$ cat config.mk
export PLATFORM = sky130hd
export DESIGN_NAME = fpcam_ctrl
export DESIGN_NICKNAME = d
export VERILOG_FILES = /design/src/design/fpcam_pkg.sv /design/src/design/fpcam_ctrl.sv
export SDC_FILE = /design/constraint.sdc
export NUM_CORES = 1
export LEC_CHECK = 0
export BUFFER_PORTS_ARGS = -buffer_cell sky130_fd_sc_hd__buf_4
export CAP_MARGIN = 20
export CORE_UTILIZATION = 60
export CTS_BUF_LIST = sky130_fd_sc_hd__clkbuf_8
export CTS_CLUSTER_DIAMETER = 50
export DETAILED_ROUTE_END_ITERATION = 10
export GPL_ROUTABILITY_DRIVEN = 0
export PLACE_DENSITY_LB_ADDON = 0.08
export SYNTH_ARGS = -nofsm -noshare
export SYNTH_HDL_FRONTEND = slang
export SYNTH_SLANG_ARGS = --single-unit
$ cat constraint.sdc
create_clock -name clk -period 5 [get_ports clk]
set_clock_uncertainty 0.15 [all_clocks]
set_input_delay 0.25 -clock clk [delete_from_list [all_inputs] [get_ports clk]]
set_output_delay 0.25 -clock clk [all_outputs]
set_load 0.01 [all_outputs]
$ cat src/design/fpcam_pkg.sv
package fpcam_pkg;

  // command codes of the input channel
  localparam logic [1:0] CMD_KEY_DOWN = 2'd0;
  localparam logic [1:0] CMD_KEY_UP   = 2'd1;
  localparam logic [1:0] CMD_MOUSE    = 2'd2;

  // datapath micro-operations
  typedef enum logic [5:0] {
    U_NOP,
    U_UPDATE,
    U_RED_Y,
    U_RED_P,
    U_SQ,
    U_X2,
    U_M9,
    U_T7,
    U_T5,
    U_T3,
    U_T1,
    U_MT,
    U_MY,
    U_YP,
    U_YM,
    U_R0,
    U_R1,
    U_R2,
    U_R3,
    U_R4,
    U_MFX,
    U_MSX,
    U_MFY,
    U_MFZ,
    U_MSZ,
    U_LD,
    U_ADD,
    U_RND,
    U_PX,
    U_PY,
    U_PZ,
    U_TA0,
    U_TB0,
    U_TA1,
    U_TB1,
    U_TC1,
    U_TA2,
    U_TB2,
    U_TC2,
    U_TW0,
    U_TW1,
    U_TW2
  } uop_t;

  // controller to datapath
  typedef struct packed {
    logic       load;
    uop_t       uop;
    logic [1:0] row;
  } dp_cmd_t;

  // datapath to controller
  typedef struct packed {
    logic [1:0] cmd;
  } dp_stat_t;

endpackage

$ cat src/design/fpcam_ctrl.sv
module fpcam_ctrl (
  input  logic               clk,
  input  logic               rst,
  input  logic               in_valid,
  output logic               in_stall,
  output logic               out_valid,
  input  logic               out_stall,
  input  fpcam_pkg::dp_stat_t stat,
  output fpcam_pkg::dp_cmd_t  ctl
);
  import fpcam_pkg::*;

  typedef logic [6:0] pc_t;
  typedef enum logic [1:0] {S_IDLE, S_RUN, S_EMIT} state_t;

  localparam pc_t ROT_LAST    = 7'd55;
  localparam pc_t TRANS_START = 7'd70;
  localparam pc_t PROG_LAST   = 7'd86;

  state_t     state;
  pc_t        pc;
  logic [1:0] row;
  logic       accept;

  // one pass of the sine polynomial
  function automatic uop_t sine_step(input logic [3:0] k);
    case (k)
      4'd0:    return U_SQ;
      4'd1:    return U_X2;
      4'd2:    return U_M9;
      4'd3:    return U_T7;
      4'd4:    return U_MT;
      4'd5:    return U_T5;
      4'd6:    return U_MT;
      4'd7:    return U_T3;
      4'd8:    return U_MT;
      4'd9:    return U_T1;
      4'd10:   return U_MY;
      default: return U_NOP;
    endcase
  endfunction

  // microprogram
  function automatic uop_t prog_at(input pc_t p);
    case (p) inside
      7'd0:        return U_UPDATE;
      7'd1:        return U_RED_Y;
      [7'd2:7'd12]:  return sine_step(4'(p - 7'd2));
      7'd13:       return U_YP;
      [7'd14:7'd24]: return sine_step(4'(p - 7'd14));
      7'd25:       return U_YM;
      7'd26:       return U_RED_P;
      [7'd27:7'd37]: return sine_step(4'(p - 7'd27));
      7'd38:       return U_YP;
      [7'd39:7'd49]: return sine_step(4'(p - 7'd39));
      7'd50:       return U_YM;
      7'd51:       return U_R0;
      7'd52:       return U_R1;
      7'd53:       return U_R2;
      7'd54:       return U_R3;
      7'd55:       return U_R4;
      7'd56:       return U_MFX;
      7'd57:       return U_MSX;
      7'd58:       return U_ADD;
      7'd59:       return U_RND;
      7'd60:       return U_PX;
      7'd61:       return U_MFY;
      7'd62:       return U_LD;
      7'd63:       return U_RND;
      7'd64:       return U_PY;
      7'd65:       return U_MFZ;
      7'd66:       return U_MSZ;
      7'd67:       return U_ADD;
      7'd68:       return U_RND;
      7'd69:       return U_PZ;
      7'd70:       return U_TA0;
      7'd71:       return U_TB0;
      7'd72:       return U_ADD;
      7'd73:       return U_RND;
      7'd74:       return U_TW0;
      7'd75:       return U_TA1;
      7'd76:       return U_TB1;
      7'd77:       return U_TC1;
      7'd78:       return U_ADD;
      7'd79:       return U_RND;
      7'd80:       return U_TW1;
      7'd81:       return U_TA2;
      7'd82:       return U_TB2;
      7'd83:       return U_TC2;
      7'd84:       return U_ADD;
      7'd85:       return U_RND;
      7'd86:       return U_TW2;
      default:     return U_NOP;
    endcase
  endfunction

  // handshake and commands
  assign in_stall = (state != S_IDLE);
  assign accept   = in_valid && !in_stall;
  assign ctl.load = accept;
  assign ctl.uop  = (state == S_RUN) ? prog_at(pc) : U_NOP;
  assign ctl.row  = row;

  // sequencer
  always_ff @(posedge clk) begin
    if (rst) begin
      state     <= S_IDLE;
      pc        <= '0;
      row       <= '0;
      out_valid <= 1'b0;
    end else begin
      case (state)
        S_IDLE: begin
          if (accept) begin
            state <= S_RUN;
            pc    <= '0;
          end
        end
        S_RUN: begin
          if (pc == '0) begin
            if (stat.cmd == CMD_KEY_DOWN || stat.cmd == CMD_MOUSE) begin
              pc <= 7'd1;
            end else begin
              state <= S_IDLE;
            end
          end else if (pc == ROT_LAST && stat.cmd != CMD_KEY_DOWN) begin
            pc <= TRANS_START;
          end else if (pc == PROG_LAST) begin
            state     <= S_EMIT;
            row       <= '0;
            out_valid <= 1'b1;
          end else begin
            pc <= pc + 7'd1;
          end
        end
        S_EMIT: begin
          if (!out_stall) begin
            if (row == 2'd3) begin
              out_valid <= 1'b0;
              state     <= S_IDLE;
            end else begin
              row <= row + 2'd1;
            end
          end
        end
        default: begin
          state <= S_IDLE;
        end
      endcase
    end
  end

endmodule

==> results of run 1 <==
## power by group through the flow
stage	clock, mW	sequential, mW	combinational (mW)
after floorplan	0	0.103	0.0410
after global placement	0	0.105	0.0570
after detailed placement	0	0.106	0.0576
after CTS	0.110	0.104	0.0577
after global routing	0.112	0.105	0.0647
final	0.107	0.104	0.0593
## cell usage after synthesis (all sizes together) (12+ instances only)
master,instances
nor3,14
ha,15
dfxtp,12
nand2,36
nor2,35
o21ai,36
buf,17
nand3,18
clkbuf,13
a21oi,35
## cell type report
| class | count | area [um2] |
|---|---|---|
| Multi-Input combinational cell | 332 | 2140 |
| Fill cell | 377 | 1370 |
| Sequential cell | 12 | 240 |
| Timing Repair Buffer | 20 | 150 |
| Tap cell | 50 | 62.6 |
| Clock buffer | 4 | 55.1 |
| Inverter | 11 | 41.3 |
## final timing paths
check	startpoint	to	depth (start not counted)
max	pc[1]	ctl[7]	9
min	rst	pc[6]	2
max reg2reg	pc[0]	pc[5]	7
min reg2reg	row[1]	row[1]	2
## registers in the layout, indices dropped and copies added, names as in the netlist
signal / flops
pc: 7
state: 2
out_valid: 1
row: 2
## layout by cell type (no fill, tap or decap), drive strengths merged, types with 3 or more instances in the layout
| cell | instances |
|---|---|
| nor2 | 35 |
| or3 | 4 |
| o211ai | 4 |
| and3b | 3 |
| xor2 | 4 |
| dfxtp | 12 |
| nand2 | 36 |
| a311oi | 7 |
| o311ai | 3 |
| inv | 11 |
| ha | 15 |
| a31oi | 9 |
| a21boi | 3 |
| or2 | 4 |
| nor2b | 11 |
| o31ai | 5 |
| nor3b | 5 |
| and3 | 6 |
| buf | 20 |
| clkbuf | 4 |
| or4 | 3 |
| a2111oi | 4 |
| nor3 | 14 |
| a221oi | 3 |
| a21oi | 35 |
| o22ai | 7 |
| and2 | 4 |
| o21ai | 36 |
| a22oi | 4 |
| mux2i | 5 |
| nand2b | 11 |
| nand3 | 18 |
## metal layers
layer	routed length, um	track usage
met5	0	0
met4	288	0.210
met3	1090	0.0811
met2	3860	0.620
met1	3320	0.502
## logic make-up after synthesis
| kind of cell | count (synthesis) | share of synthesized area |
|---|---|---|
| AOI/OAI and AO/OA | 141 | 0.374 |
| xor gates and xnor gates | 6 | 0.0234 |
| adders and majority gates | 15 | 0.0730 |
| buffers and inverters | 41 | 0.0755 |
| DFF | 12 | 0.0935 |
| muxes | 5 | 0.0195 |
| and+or+nand+nor | 165 | 0.341 |
==> flow_summary_export.csv, run 1 <==
group,metric,value,unit
floorplan,core,4060,um2
worst_setup_path,arrival,3.82,ns
cts,tritoncts,"done",
routing,first_pass_iters,5,
timing,finalCriticalPeriod,4.22,ns
flow_run,cap_viol_max_count,0,
worst_setup_path,end_kind,"primary output",
pwr,irDropWorstVdd,0.000164,V
logic_synthesis,yosysTopAreaCellShare,0.0935,
worst_setup_path,slowest_delay,0.67,ns
logic_synthesis,syn_inst,385,
layout,antennaDiodeCount,0,
place,port_buffers,16,
floorplan,die_area,4550,um2
layout,final_core_util,0.662,
cts,clk_latency,0.25,ns
logic_synthesis,yosysTopAreaCell,"dfxtp_1",
floorplan,ioPinCount,17,
logic_synthesis,synthTopCellsByArea,"dfxtp_1 9.3%, ha_1 7.3%, a21oi_1 6.8%, o21ai_0 6.8%, nand2_1 5.3%",
global_route,overflow,0,
layout,finalInstanceArea,2690,um2
routing,wl,8560,um
pwr,p_leak,0.984,nW
timing,fin_ws,0.777,ns
routing,avgViaCountPerCell,7.37,
routing,drc_errors,0,
floorplan,dieWidth,67.4,um
floorplan,start_util,0.633,
timing,slew_viol_final,0,
cts,clock-root-buffer,"clkbuf_8",
timing,tightest_slew,0.792,ns
cts,path_clk_slew,0.05,ns
worst_setup_path,path_max_fanout,17,
floorplan,die_h,67.4,um
worst_setup_path,path_class,"flip-flop to primary output",
timing,hold_ws,0.118,ns
global_route,grt_usage,0.395,
logic_synthesis,syn_area,2570,um2
place,dp_slack,1.21,ns
place,dpl_cell_area,2630,um2
pwr,power_density,100,nW/um2
layout,final_nets,401,
cts,cts_buffer_depth,2,
pwr,power_frac_comb,0.220,
global_route,antenna_found_initial,0,
place,dpl.hpwl,6060,um
logic_synthesis,synthArstFlopShare,0,
timing,relSlewSlack,0.472,
logic_synthesis,ys_ff_latch,12,
timing,tns,0,ns
routing,detail-route-antenna-nets,0,
global_route,grt_pass1_wl,13600,um
timing,rsz0062_at_grt,"false",
hold_path,min_path_type,"input pin to flip-flop",
logic_synthesis,synth.distinct_cells,70,
logic_synthesis,synth_nets,406,
place,placedCellCount,425,
worst_setup_path,reg2reg_slack,1.75,ns
layout,fin_cells,429,
timing,clock.fmax,237,MHz
routing,vias,3163,
worst_setup_path,crit_chain,"inv_1 > ha_1 > nor3b_1 > a311oi_1 > nand2b_1 > and3_1 > or4b_1 > nor3_2 > buf_4",
cts,cts_setup_buffers,0,
cts,hold_buffers,0,
routing,first_iter_violations,564,
status,status,"finished clean",
pwr,swShare,0.292,
worst_setup_path,critical_path.slowest_cell,"dfxtp_1",
cts,post_cts_resized,0,
layout,drive_above_1_share,0.106,
worst_setup_path,cp-start-kind,"flip-flop",
routing,wl_per_cell,20.0,um
logic_synthesis,yosysSeqAreaShare,0.0935,
cts,cts_sinks,12,
global_route,grt_pass1_vias,2786,
pwr,p_clk_frac,0.396,
timing,hold_violations,0,
worst_setup_path,crit_family,"simple AND/OR/NAND/NOR gates",
cts,ctsHtreeMaxLevel,1,
worst_setup_path,crit_required,4.60,ns
cts,cts_buffers,3,
timing,finalSetupViolCount,0,
pwr,total_power,270,uW
layout,area_delta_synth_final,4.48,%
logic_synthesis,yosysWarnings,0,
timing,period_share,0.845,
logic_synthesis,ys.flop_type,"dfxtp_1",
pwr,power_frac_seq,0.384,
floorplan,rows,23,
logic_synthesis,avgSynthCellArea,6.68,um2
logic_synthesis,synth-edff-count,0,
pwr,internal-power,191,uW
global_route,grt_max_degree,50,
pwr,p_sw,78.7,uW
worst_setup_path,cp_num_buf_inv,2,
Power figures use the tool's default switching activity.
==> run 2, diff against run 1 <==
==> constraint.sdc (replaced) <==
create_clock -name clk -period 3.95 [get_ports clk]
set_clock_uncertainty 0.15 [all_clocks]
set_input_delay 0.1975 -clock clk [delete_from_list [all_inputs] [get_ports clk]]
set_output_delay 0.1975 -clock clk [all_outputs]
set_load 0.01 [all_outputs]
==> flow_summary_export.csv, run 2 (synthesis gave the netlist of run 1 again) <==
group,metric,value,unit
cts,ctsHtreeMaxLevel,1,
worst_setup_path,cp_num_buf_inv,3,
flow_run,cap_viol_max_count,0,
routing,first_pass_iters,6,
worst_setup_path,path_max_fanout,17,
timing,clock.fmax,261,MHz
cts,path_clk_slew,0.06,ns
routing,detail-route-antenna-nets,0,
routing,drc_errors,0,
global_route,overflow,0,
layout,largest_reg_flops,7,
cts,cts_buffers,3,
worst_setup_path,crit_chain,"buf_4 > inv_1 > ha_1 > nor3b_1 > a311oi_1 > nand2b_1 > and3_1 > a2111oi_1 > o221a_1 > buf_4",
pwr,p_leak,1.03,nW
timing,slew_viol_final,0,
cts,post_cts_resized,0,
timing,relSlewSlack,0.488,
timing,tns,0,ns
place,dp_slack,0.576,ns
hold_path,min_path_type,"input pin to flip-flop",
timing,hold_violations,0,
worst_setup_path,critical_path.slowest_cell,"ha_1",
layout,top_register,"pc",
worst_setup_path,arrival,3.48,ns
cts,clk_latency,0.25,ns
pwr,p_sw,104,uW
floorplan,die_h,67.4,um
cts,tritoncts,"done",
timing,tightest_slew,0.766,ns
global_route,grt_max_degree,25,
layout,mostFrequentLayoutCells,"36 x nand2_1, 35 x o21ai_0, 35 x a21oi_1",
layout,drive_above_1_share,0.129,
timing,period_share,0.968,
layout,final_nets,411,
cts,cts_buffer_depth,2,
worst_setup_path,cp-start-kind,"flip-flop",
timing,rsz0062_at_grt,"false",
global_route,grt_pass1_wl,14000,um
routing,wl_per_cell,20.2,um
cts,cts_sinks,12,
timing,finalSetupViolCount,0,
timing,finalCriticalPeriod,3.82,ns
worst_setup_path,crit_required,3.60,ns
worst_setup_path,crit_family,"simple AND/OR/NAND/NOR gates",
floorplan,dieWidth,67.4,um
pwr,internal-power,244,uW
place,dpl.hpwl,6310,um
layout,area_delta_synth_final,7.40,%
pwr,power_frac_comb,0.235,
floorplan,start_util,0.633,
place,port_buffers,16,
routing,first_iter_violations,569,
layout,reg_top3,"pc (7), row (2), state (2)",
global_route,grt_usage,0.405,
worst_setup_path,end_kind,"primary output",
pwr,swShare,0.300,
cts,cts_setup_buffers,0,
floorplan,core,4060,um2
worst_setup_path,critPathMostFrequentCell,"buf_4",
layout,final_core_util,0.680,
layout,layout_commonest_cell,"nand2_1",
floorplan,ioPinCount,17,
global_route,antenna_found_initial,0,
worst_setup_path,path_class,"flip-flop to primary output",
pwr,irDropWorstVdd,0.000228,V
cts,clock-root-buffer,"clkbuf_8",
pwr,p_clk_frac,0.397,
floorplan,rows,23,
floorplan,die_area,4550,um2
routing,vias,3262,
worst_setup_path,slowest_delay,0.61,ns
timing,hold_ws,0.0942,ns
status,status,"finished clean",
layout,antennaDiodeCount,0,
cts,hold_buffers,0,
global_route,grt_pass1_vias,2834,
pwr,power_density,126,nW/um2
routing,wl,8850,um
routing,avgViaCountPerCell,7.43,
pwr,power_frac_seq,0.368,
timing,fin_ws,0.125,ns
pwr,total_power,348,uW
[run 2: worst register-to-register path, delay by kind of cell (launching register included)]
kind            cells  cell delay [ns]
buf+inv             3             0.64
compound gates      3             0.89
fa+ha+maj           1             0.51
simple gates        2             0.35
flops               1             0.31
[run 2: power by group through the flow]
stage	clock network [mW]	registers [mW]	logic (mW)
2_1_floorplan	0	0.131	0.0519
3_3_place_gp	0	0.130	0.0779
3_5_place_dp	0	0.131	0.0789
4_1_cts	0.139	0.128	0.0792
5_1_grt	0.145	0.129	0.0876
6_report	0.138	0.128	0.0820
[run 2: worst paths after layout]
kind	startpoint	slack, ns	to	depth (start not counted)
worst min-delay path	rst	0.09	pc[1]	2
worst max register to register	pc[1]	1.03	pc[2]	9
worst max-delay path	pc[1]	0.13	ctl[4]	10
worst min register to register	row[0]	0.36	row[0]	2
[run 2: cell type report]
class	count	area [um2]
Timing Repair Buffer	30	225
Inverter	11	41.3
Sequential cell	12	240
Clock buffer	4	55.1
Tap cell	50	62.6
Multi-Input combinational cell	332	2140
Fill cell	367	1300
[run 2: routing by layer]
layer,GRT usage,wire (um)
met5,0,0
met4,0.215,469
met3,0.0794,1190
met2,0.595,3780
met1,0.552,3410
[run 2: metrics by stage]
step	instances	area (um2)
after global routing	439	2760
after global placement	435	2710
final	439	2760
after floorplan	385	2570
after detailed placement	435	2710
after CTS	439	2760
==> run 3, diff against run 2 <==
--- a/config.mk
+++ b/config.mk
@@ -5,14 +5,15 @@
 export SDC_FILE = /design/constraint.sdc
 export NUM_CORES = 1
 export LEC_CHECK = 0
+export ABC_AREA = 1
 export BUFFER_PORTS_ARGS = -buffer_cell sky130_fd_sc_hd__buf_4
 export CAP_MARGIN = 20
 export CORE_UTILIZATION = 60
 export CTS_BUF_LIST = sky130_fd_sc_hd__clkbuf_8
-export CTS_CLUSTER_DIAMETER = 50
+export CTS_CLUSTER_DIAMETER = 120
 export DETAILED_ROUTE_END_ITERATION = 10
 export GPL_ROUTABILITY_DRIVEN = 0
-export PLACE_DENSITY_LB_ADDON = 0.08
+export PLACE_DENSITY = 0.79
 export SYNTH_ARGS = -nofsm -noshare
 export SYNTH_HDL_FRONTEND = slang
 export SYNTH_SLANG_ARGS = --single-unit
==> flow_summary_export.csv, run 3 <==
group,metric,value,unit
logic_synthesis,synth-edff-count,0,
floorplan,dieWidth,63.8,um
worst_setup_path,path_class,"flip-flop to primary output",
cts,tritoncts,"done",
global_route,grt_pass1_vias,2495,
routing,first_iter_violations,344,
layout,reg_top3,"pc (7), row (2), state (2)",
place,dpl.hpwl,5450,um
global_route,grt_usage,0.354,
logic_synthesis,yosys-top-cells-count,"108 x nand2_1, 92 x nor2_1, 75 x inv_1",
logic_synthesis,yosysTopAreaCellShare,0.177,
layout,fin_cells,510,
cts,hold_buffers,0,
cts,ctsHtreeMaxLevel,1,
routing,drc_errors,0,
routing,wl,6780,um
timing,finalSetupViolCount,0,
pwr,p_sw,162,uW
layout,largest_reg_flops,7,
routing,detail-route-antenna-nets,0,
timing,hold_violations,0,
routing,vias,2880,
worst_setup_path,slowest_delay,0.32,ns
pwr,power_density,170,nW/um2
logic_synthesis,yosysWarnings,0,
worst_setup_path,cp-start-kind,"flip-flop",
timing,period_share,0.902,
global_route,antenna_found_initial,0,
worst_setup_path,critPathMostFrequentCell,"nand2_1",
cts,cts_sinks,12,
logic_synthesis,ys_ff_latch,12,
layout,area_delta_synth_final,9.07,%
hold_path,min-delay-start,"rst",
logic_synthesis,avgSynthCellArea,5.10,um2
cts,cts_buffers,3,
pwr,swShare,0.381,
timing,slew_viol_final,0,
layout,antennaDiodeCount,0,
logic_synthesis,yosysTopAreaCell,"nand2_1",
layout,top_register,"pc",
global_route,grt_max_degree,16,
timing,clock.fmax,281,MHz
global_route,grt_pass1_wl,11400,um
cts,clk_latency,0.25,ns
cts,path_clk_slew,0.05,ns
status,status,"finished clean",
floorplan,die_h,63.8,um
layout,layout_commonest_cell,"nand2_1",
routing,first_pass_iters,6,
logic_synthesis,yosysSeqAreaShare,0.105,
worst_setup_path,startpoint,"pc[1]",
cts,cts_setup_buffers,0,
timing,tightest_slew,0.611,ns
routing,wl_per_cell,13.3,um
timing,relSlewSlack,0.591,
logic_synthesis,synth.distinct_cells,35,
pwr,p_leak,1.27,nW
logic_synthesis,synthArstFlopShare,0,
layout,final_core_util,0.683,
worst_setup_path,reg2reg_from,"pc[1]",
worst_setup_path,reg2reg_slack,1.37,ns
pwr,p_clk_frac,0.329,
worst_setup_path,critical_path.slowest_cell,"ha_2",
timing,rsz0062_at_grt,"false",
logic_synthesis,synth_nets,470,
timing,tns,0,ns
flow_run,cap_viol_max_count,0,
cts,clock-root-buffer,"clkbuf_8",
floorplan,ioPinCount,17,
floorplan,core,3660,um2
layout,final_nets,484,
pwr,internal-power,263,uW
layout,mostFrequentLayoutCells,"108 x nand2_1, 92 x nor2_1, 75 x inv_1",
layout,drive_above_1_share,0.0823,
global_route,overflow,0,
logic_synthesis,syn_area,2290,um2
timing,finalCriticalPeriod,3.56,ns
logic_synthesis,synth_most_common_cell,"nand2_1",
logic_synthesis,synthTopCellsByArea,"nand2_1 18%, nor2_1 15%, inv_1 12%, dfxtp_1 10%, ha_1 8.2%",
worst_setup_path,crit_required,3.60,ns
layout,nFillCells,357,
hold_path,min_path_type,"input pin to flip-flop",
place,port_buffers,16,
pwr,power_frac_comb,0.361,
pwr,irDropWorstVdd,0.000225,V
routing,avgViaCountPerCell,5.65,
logic_synthesis,ys.flop_type,"dfxtp_1",
worst_setup_path,arrival,3.21,ns
layout,finalInstanceArea,2500,um2
worst_setup_path,end_kind,"primary output",
floorplan,die_area,4070,um2
cts,cts_buffer_depth,2,
place,placedCellCount,506,
pwr,power_frac_seq,0.310,
place,dpl_cell_area,2440,um2
floorplan,rows,22,
worst_setup_path,path_max_fanout,9,
logic_synthesis,syn_inst,449,
timing,hold_ws,0.0338,ns
floorplan,start_util,0.626,
[run 3: cell count changes after synthesis, moves of 11 or more]
cell,previous run,this run
nand2_1,36,108
inv_1,11,75
nor2_1,34,92
o21ai_0,35,23
a21oi_1,35,24
nand2b_1,11,0
nor2b_1,11,0
[run 3: layer usage]
| metal | routed length (um) | global-route usage | up-vias |
|---|---|---|---|
| met5 | 0 | 0 | - |
| met1 | 2910 | 0.482 | 1254 |
| met3 | 710 | 0.0393 | 14 |
| li1 | - | - | 1449 |
| met2 | 3080 | 0.580 | 163 |
| met4 | 82 | 0.114 | 0 |
[run 3: critical path, delay by kind of cell (launching register included)]
family	cells	cell delay, ns
simple gates	32	1.82
buf+inv	3	0.52
flops	1	0.31
fa+ha+maj	1	0.32
[run 3: layout make-up]
cell class | count | area [um2] | area share
multi-input cells | 344 | 1690 | 0.678
flip-flops and latches | 12 | 240 | 0.0961
repair buffers | 18 | 135 | 0.0541
clock buffers | 4 | 55.1 | 0.0220
inverters | 84 | 315 | 0.126
well taps | 48 | 60.1 | 0.0240
[run 3: power groups by stage]
stage               clock network [mW]  logic (mW)  registers (mW)
floorplan                            0       0.101           0.133
global placement                     0       0.147           0.134
detailed placement                   0       0.146           0.134
CTS                              0.141       0.147           0.131
global route                     0.143       0.168           0.132
finish                           0.140       0.153           0.132
[run 3: final timing paths]
kind	cells past startpoint	end
setup / recovery	36	ctl[2]
hold / removal	2	pc[6]
setup reg to reg	11	pc[3]
hold reg to reg	2	out_valid
[run 3: cell families after synthesis]
family          Yosys count  share of synthesized area
xor+xnor                  1                    0.00382
flops                    12                      0.105
fa+ha+maj                15                     0.0819
buf+inv                  93                      0.157
compound gates           73                      0.185
simple gates            255                      0.467
[run 3: metrics by stage]
stage	setup slack [ns]	power, mW
2_1_floorplan	1.03	0.234
3_3_place_gp	0.596	0.281
3_5_place_dp	0.672	0.280
4_1_cts	0.382	0.419
5_1_grt	0.0236	0.444
6_report	0.389	0.425
[run 3: repair_timing]
item | CTS | global route
endpoints found under the hold margin | 0 | 0
setup endpoints to repair | 0 | 2
resized for setup | 0 | 1
